[src/design/double_ended_queue_top_assert.svh]
// assertion helpers for the deque block, clocked on aclk and held off during reset
`ifndef DOUBLE_ENDED_QUEUE_TOP_ASSERT_SVH
`define DOUBLE_ENDED_QUEUE_TOP_ASSERT_SVH

// consequent checked in the same cycle as the antecedent
`define DQ_ASSERT_SAME(lbl, ante, cons, msg) \
    lbl: assert property (@(posedge aclk) disable iff (!aresetn) (ante) |-> (cons)) \
        else $error(msg);

// consequent checked in the cycle after the antecedent
`define DQ_ASSERT_NEXT(lbl, ante, cons, msg) \
    lbl: assert property (@(posedge aclk) disable iff (!aresetn) (ante) |=> (cons)) \
        else $error(msg);

`endif

[src/design/dq_pkg.sv]
package dq_pkg;

    localparam int FUNC_W   = 3;
    localparam int WORD_W   = 32;
    localparam int STATUS_W = 2;

    typedef logic [FUNC_W-1:0]   func_t;
    typedef logic [WORD_W-1:0]   word_t;
    typedef logic [STATUS_W-1:0] status_t;

    localparam func_t FN_PUSH_FRONT = 3'd0;
    localparam func_t FN_PUSH_BACK  = 3'd1;
    localparam func_t FN_POP_FRONT  = 3'd2;
    localparam func_t FN_POP_BACK   = 3'd3;
    localparam func_t FN_READ_ALL   = 3'd4;

    localparam status_t ST_OK    = 2'd0;
    localparam status_t ST_EMPTY = 2'd1;
    localparam status_t ST_FULL  = 2'd2;

endpackage

[src/design/double_ended_queue_top.sv]
// Bounded double-ended queue of DEPTH signed 32-bit words held in a ring memory with a
// registered read port. Each input word carries an operation in s_tuser (push front, push
// back, pop front, pop back, read out all) and a push value in s_tdata. Every push or pop
// gives one result word with m_tlast set; m_tuser gives the status (ok, empty, full) and
// m_tdata the popped word, or zero. A read-out gives one result per entry from front to
// back with m_tlast on the final one, or a single empty result when the queue is empty.
// Operation codes 5 to 7 are dropped without a result. A push, and a pop or read-out of
// an empty queue, load the result register directly; a pop first reads the ring memory
// through its registered read port (state S_POP), and a read-out reads each entry in turn
// (states S_DUMP and S_DUMP_WAIT). One operation is handled at a time, each read-out entry
// waits for the output register to be free, and the next operation is taken once the last
// result of the current one sits in the output register and that register is empty or being
// read. The memory needs no clearing after reset, so the block is ready once aresetn rises.
module double_ended_queue_top
    import dq_pkg::*;
#(
    parameter int DEPTH = 16
) (
    input  logic        aclk,
    input  logic        aresetn,

    input  logic        s_tvalid,
    output logic        s_tready,
    input  logic [31:0] s_tdata,    // [31:0] value
    input  logic [2:0]  s_tuser,    // [2:0] func

    output logic        m_tvalid,
    input  logic        m_tready,
    output logic [31:0] m_tdata,    // [31:0] value_out
    output logic [1:0]  m_tuser,    // [1:0] status
    output logic        m_tlast
);

    localparam int PTR_W = (DEPTH > 1) ? $clog2(DEPTH) : 1;
    localparam int CNT_W = $clog2(DEPTH + 1);
    localparam int SUM_W = CNT_W + 1;

    localparam logic [1:0] S_IDLE      = 2'd0;
    localparam logic [1:0] S_POP       = 2'd1;
    localparam logic [1:0] S_DUMP      = 2'd2;
    localparam logic [1:0] S_DUMP_WAIT = 2'd3;

    logic [1:0]       state_reg, state_next;
    logic [PTR_W-1:0] front_reg, front_next;
    logic [CNT_W-1:0] occ_reg, occ_next;
    logic [PTR_W-1:0] idx_reg, idx_next;

    logic             m_valid_reg, m_valid_next;
    word_t            m_data_reg, m_data_next;
    status_t          m_status_reg, m_status_next;
    logic             m_last_reg, m_last_next;

    word_t            mem [DEPTH];
    word_t            rd_data_reg;
    logic [PTR_W-1:0] rd_addr;
    logic [PTR_W-1:0] wr_addr;
    logic             wr_en;

    logic             out_free;
    logic             s_acc;
    logic             full;
    logic             empty;
    logic             dump_last;
    func_t            s_func;

    // ring position base + off, off never above DEPTH
    function automatic logic [PTR_W-1:0] ring_add(input logic [PTR_W-1:0] base,
                                                  input logic [CNT_W-1:0] off);
        logic [SUM_W-1:0] sum;
        sum = SUM_W'(base) + SUM_W'(off);
        if (sum >= SUM_W'(DEPTH)) begin
            sum = sum - SUM_W'(DEPTH);
        end
        return sum[PTR_W-1:0];
    endfunction

    assign s_func    = func_t'(s_tuser);
    assign out_free  = !m_valid_reg || m_tready;
    assign s_tready  = (state_reg == S_IDLE) && out_free;
    assign s_acc     = s_tvalid && s_tready;
    assign full      = (occ_reg == CNT_W'(DEPTH));
    assign empty     = (occ_reg == '0);
    assign dump_last = ((CNT_W'(idx_reg) + CNT_W'(1)) == occ_reg);

    assign m_tvalid = m_valid_reg;
    assign m_tdata  = m_data_reg;
    assign m_tuser  = m_status_reg;
    assign m_tlast  = m_last_reg;

    always_comb begin
        state_next    = state_reg;
        front_next    = front_reg;
        occ_next      = occ_reg;
        idx_next      = idx_reg;
        m_valid_next  = m_valid_reg && !m_tready;
        m_data_next   = m_data_reg;
        m_status_next = m_status_reg;
        m_last_next   = m_last_reg;
        wr_en         = 1'b0;
        wr_addr       = ring_add(front_reg, occ_reg);
        rd_addr       = front_reg;

        unique case (state_reg)
            S_IDLE: begin
                if (s_acc) begin
                    // single-word results by default
                    m_data_next   = '0;
                    m_status_next = ST_OK;
                    m_last_next   = 1'b1;
                    case (s_func)
                        FN_PUSH_FRONT: begin
                            m_valid_next = 1'b1;
                            if (full) begin
                                m_status_next = ST_FULL;
                            end else begin
                                wr_en      = 1'b1;
                                wr_addr    = ring_add(front_reg, CNT_W'(DEPTH - 1));
                                front_next = wr_addr;
                                occ_next   = occ_reg + CNT_W'(1);
                            end
                        end
                        FN_PUSH_BACK: begin
                            m_valid_next = 1'b1;
                            if (full) begin
                                m_status_next = ST_FULL;
                            end else begin
                                wr_en    = 1'b1;
                                occ_next = occ_reg + CNT_W'(1);
                            end
                        end
                        FN_POP_FRONT: begin
                            if (empty) begin
                                m_valid_next  = 1'b1;
                                m_status_next = ST_EMPTY;
                            end else begin
                                rd_addr    = front_reg;
                                front_next = ring_add(front_reg, CNT_W'(1));
                                occ_next   = occ_reg - CNT_W'(1);
                                state_next = S_POP;
                            end
                        end
                        FN_POP_BACK: begin
                            if (empty) begin
                                m_valid_next  = 1'b1;
                                m_status_next = ST_EMPTY;
                            end else begin
                                rd_addr    = ring_add(front_reg, occ_reg - CNT_W'(1));
                                occ_next   = occ_reg - CNT_W'(1);
                                state_next = S_POP;
                            end
                        end
                        FN_READ_ALL: begin
                            if (empty) begin
                                m_valid_next  = 1'b1;
                                m_status_next = ST_EMPTY;
                            end else begin
                                idx_next   = '0;
                                state_next = S_DUMP;
                            end
                        end
                        default: ;
                    endcase
                end
            end
            S_POP: begin
                // output register was free when the pop was taken
                m_valid_next  = 1'b1;
                m_data_next   = rd_data_reg;
                m_status_next = ST_OK;
                m_last_next   = 1'b1;
                state_next    = S_IDLE;
            end
            S_DUMP: begin
                if (out_free) begin
                    rd_addr    = ring_add(front_reg, CNT_W'(idx_reg));
                    state_next = S_DUMP_WAIT;
                end
            end
            S_DUMP_WAIT: begin
                m_valid_next  = 1'b1;
                m_data_next   = rd_data_reg;
                m_status_next = ST_OK;
                m_last_next   = dump_last;
                if (dump_last) begin
                    state_next = S_IDLE;
                end else begin
                    idx_next   = idx_reg + PTR_W'(1);
                    state_next = S_DUMP;
                end
            end
            default: begin
                state_next = S_IDLE;
            end
        endcase
    end

    always_ff @(posedge aclk) begin
        if (!aresetn) begin
            state_reg   <= S_IDLE;
            front_reg   <= '0;
            occ_reg     <= '0;
            idx_reg     <= '0;
            m_valid_reg <= 1'b0;
        end else begin
            state_reg   <= state_next;
            front_reg   <= front_next;
            occ_reg     <= occ_next;
            idx_reg     <= idx_next;
            m_valid_reg <= m_valid_next;
        end
    end

    always_ff @(posedge aclk) begin
        m_data_reg   <= m_data_next;
        m_status_reg <= m_status_next;
        m_last_reg   <= m_last_next;
    end

    // ring memory: one write and one registered read a cycle
    always_ff @(posedge aclk) begin
        if (wr_en) begin
            mem[wr_addr] <= word_t'(s_tdata);
        end
    end

    always_ff @(posedge aclk) begin
        rd_data_reg <= mem[rd_addr];
    end

`include "double_ended_queue_top_assert.svh"

    `DQ_ASSERT_SAME(a_occ_bound, 1'b1, occ_reg <= CNT_W'(DEPTH),
        "occupancy above depth")
    `DQ_ASSERT_SAME(a_busy_no_take, state_reg != S_IDLE, !s_tready,
        "word taken while an operation is in progress")
    `DQ_ASSERT_NEXT(a_push_count, s_acc && s_func == FN_PUSH_BACK && !full,
        occ_reg == $past(occ_reg) + CNT_W'(1), "push did not raise occupancy")
    `DQ_ASSERT_NEXT(a_pop_result, state_reg == S_POP,
        m_valid_reg && m_last_reg && m_status_reg == ST_OK, "pop result not loaded")
    `DQ_ASSERT_NEXT(a_dump_end, state_reg == S_DUMP_WAIT && dump_last,
        m_valid_reg && m_last_reg && state_reg == S_IDLE, "read-out did not close")

endmodule

[config.mk]
export PLATFORM = sky130hd
export DESIGN_NAME = double_ended_queue_top
export DESIGN_NICKNAME = d
export VERILOG_FILES = /design/src/design/dq_pkg.sv /design/src/design/double_ended_queue_top.sv
export VERILOG_INCLUDE_DIRS = /design/src /design/src/design
export SDC_FILE = /design/constraint.sdc
export NUM_CORES = 1
export LEC_CHECK = 0
export ABC_AREA = 0
export ABC_CLOCK_PERIOD_IN_PS = 5200
export BUFFER_PORTS_ARGS = -buffer_cell sky130_fd_sc_hd__buf_4
export CAP_MARGIN = 20
export CORE_MARGIN = 1
export CORE_UTILIZATION = 53
export DETAILED_ROUTE_END_ITERATION = 7
export HOLD_SLACK_MARGIN = 0.15
export PLACE_DENSITY = 0.75
export SLEW_MARGIN = 20
export SYNTH_ARGS = -nofsm -noshare
export SYNTH_HDL_FRONTEND = slang
export SYNTH_SLANG_ARGS = --single-unit
export TNS_END_PERCENT = 100
[constraint.sdc]
create_clock -name aclk -period 5.2 [get_ports aclk]
set_input_delay 0.52 -clock aclk [delete_from_list [all_inputs] [get_ports aclk]]
set_output_delay 0.52 -clock aclk [all_outputs]
set_load 0.02 [all_outputs]
==> key figures <==
Status
  • Status: finished, final reports clean

Cells and area
  • Area growth syn-to-layout: 12.45%
  • Inserted Diodes: 0
  • Total Nets Final: between 1500 and 2000
  • Share of layout cells above drive strength 1: 0.1447
  • Max FFs per register: roughly 510

Timing
  • PnR worst setup slack: approximately 1.2 ns
  • Slew HR: 0.2806
  • Fmax: around 250 MHz
  • Total negative setup slack: 0 ns
  • Part of the cycle the worst path needs: 0.7741
  • Worst-Margin Slew: ~1.1 ns
  • Setup violations, final: 0
  • Minimum clock period: approximately 4.0 ns
  • Clock skew: 0.02090 ns
  • Final Max Slew Viols: 0
  • Final hold violations: 0
  • Unrepaired setup endpoints after global routing: no

Floorplan
  • Core ar.: about 0.045 mm2
  • Initial Util: 0.5380
  • Die height: 216.9 um
  • Row cnt: 78
  • Die width: roughly 220 um
  • Die Footprint: between 0.04 and 0.05 mm2
  • IO Count: between 70 and 80

Synth
  • Yosys top cell by area: edfxtp_1
  • Register bit total from synthesis: between 500 and 600
  • Synth area leaders: edfxtp_1 67%, mux2i_1 20%, dfxtp_1 3.9%
  • Gate Count Post-Synth: about 1400
  • EDFF count, synth: ~550
  • Syn_nets: around 1400
  • Yosys warnings: 0
  • Synth Area in Compound Gates: 0.01232
  • Asr flop ratio synth: 0
  • Post-synthesis sequential area ratio: 0.7106
  • Synth top area share: 0.6713
  • Post-synthesis mux area share: 0.1997
  • XOR/XNOR Fraction of Synth Area: 0.007875
  • Cell variety after synth: 56
  • Post-Syn Area per Cell: 17.63 um2
  • Adder-cell share of the synthesized area: 0.01013
  • Top_reg_cell synth: edfxtp_1
  • Post-Syn Area: between 0.02 and 0.025 mm2
  • Largest family of logic cells by synthesized area: multiplexers
  • Post-Synth Simple-Gate Area: 0.03063

Clocking
  • Hold_buf cts: 0
  • CTS resizes: 0
  • Clock-pin slew on the worst setup and hold paths: about 0.07 ns
  • Number of buffers created by CTS: 57
  • Clk Latency, worst-skew pair: around 0.62 ns
  • CTS H-tree lvls: 2
  • CTS tree: yes
  • Clock sinks: between 500 and 600
  • Post-CTS Setup Inserts: 0
  • Clock tree buffer depth: 3
  • Clock Tree Root: clkbuf_16

GRT
  • Initial antenna violation count: 0
  • Total gr overflow: 0
  • Global-route wire length before repair: approximately 73000 um
  • GRT Total Usage: 0.2089
  • Largest net degree at the start of global routing: 70
  • Vias in the first global route: 12121

Critical path
  • Setup Crit Path Kind: flip-flop to flip-flop
  • Critical Path End Type: flip-flop
  • Crit path DAT: 4.25 ns
  • CP required: about 5.4 ns
  • Largest fanout on the critical path: between 40 and 50
  • CP Launch Type: flip-flop

Routing
  • Drt first pass iters: 4
  • Drt wl/cell: around 23 um
  • Routed Antenna Nets: 0
  • Vias: around 12000
  • DR iter-0 viols: 977
  • Vias per inst: about 5.6
  • Final WL: between 40000 and 50000 um
  • Drc violations: 0

Placement
  • I/O Buffers: 75
  • Dpl hpwl: approximately 29000 um
  • RePlAce Congestion: roughly 0.85
  • Pre-CTS setup slack: 1.209 ns

Flow run
  • Max Cap Viol: 0

Power
  • PD cells: 378.8 mW/mm2
  • Max VDD drop: approximately 0.26 mV
  • Leak pwr: 9.276 nW

Hold path
  • Min-delay worst type: primary input to flip-flop
==> Yosys cell counts, types with 2 or more instances <==
library cell / n
xor2_1: 8
edfxtp_1: 547
clkbuf_1: 13
inv_1: 11
nand3_1: 3
nor2b_1: 6
ha_1: 15
mux2i_1: 487
or2_2: 2
buf_2: 14
a31oi_1: 2
nor2_1: 33
buf_8: 2
nor3_1: 8
and3_1: 2
a21o_1: 3
or3_1: 3
a21boi_1: 2
buf_4: 5
fa_1: 3
o22ai_1: 3
a22o_1: 2
o21ai_0: 8
buf_6: 20
nand4_1: 3
nor3b_1: 4
and2_1: 39
xnor2_1: 14
clkbuf_4: 4
nand2b_1: 3
dfxtp_1: 48
o21ai_1: 6
a41oi_1: 2
buf_12: 11
nand2_1: 25
a21oi_1: 7
==> layout by cell type, fill, tap and decap left out, drive strengths merged, types with 15 or more instances in the layout <==
master / n
buf: 100
nand2: 25
and2: 39
edfxtp: 547
nor2: 34
ha: 15
mux2i: 487
clkbuf: 66
clkinv: 24
dfxtp: 48
==> worst paths after layout <==
check                       start          end  slack [ns]  cells after the start
setup / recovery     state_reg[0]   mem[10][7]        1.17                      8
setup reg to reg     state_reg[0]   mem[10][7]        1.17                      8
hold reg to reg   rd_data_reg[30]  m_tdata[30]        0.51                      1
hold / removal        s_tdata[19]  mem[13][19]        0.24                      1
==> where the power goes <==
| group | internal (W) | total, W | switching, W |
|---|---|---|---|
| sequential | 0.00531 | 0.00535 | 0.0000381 |
| combinational | 0.000293 | 0.000756 | 0.000463 |
| clock | 0.00254 | 0.00432 | 0.00178 |
==> layer usage <==
layer / up-vias / wire length [um] / track usage
met4: 0 / 797 / 0.05023
met3: 56 / 2824 / 0.03466
met2: 330 / 22890 / 0.3318
met5: - / 0 / 0
li1: 5537 / - / -
met1: 6088 / 21740 / 0.3027
==> cells by family (layout without fill, tap and decap cells) <==
family          Yosys count  count (layout)
fa+ha+maj                18              18
xor+xnor                 22              22
buf+inv                  80             219
compound gates           46              46
simple gates            139             139
flops                   595             595
mux                     488             488
==> critical path, cell delays in order, from the launching register on <==
cell and delay [ns]:
dfxtp_2 0.59, nor2_1 0.43, and3_1 0.29, nand2_1 0.12
nor3_1 0.39, mux2i_1 0.43, xnor2_1 0.19, nand2_1 0.27
nor2_4 0.91
==> stage by stage <==
stage | total power, W | cell area [um2] | hold WS (ns) | utilization | cells
after floorplan | 0.005964 | 24470 | 0.4802 | - | 1388
after global placement | 0.006189 | 25510 | 0.4978 | 0.5610 | 2019
after detailed placement | 0.006207 | 25510 | 0.4939 | 0.5610 | 2019
after CTS | 0.01049 | 27510 | 0.1990 | 0.6049 | 2127
after global routing | 0.01073 | 27510 | 0.2224 | 0.6050 | 2127
final | 0.01042 | 27510 | 0.2425 | 0.6050 | 2127
==> final cells by class <==
class	count	area, um2
Multi-Input combinational cell	713	6535
Sequential cell	595	17390
Timing Repair Buffer	100	800.8
Inverter	11	41.29
Clock buffer	66	1501
Clock inverter	42	495.5
Tap cell	600	750.7
Fill cell	3279	17970
Note: power is estimated with default switching activity, not from simulation.
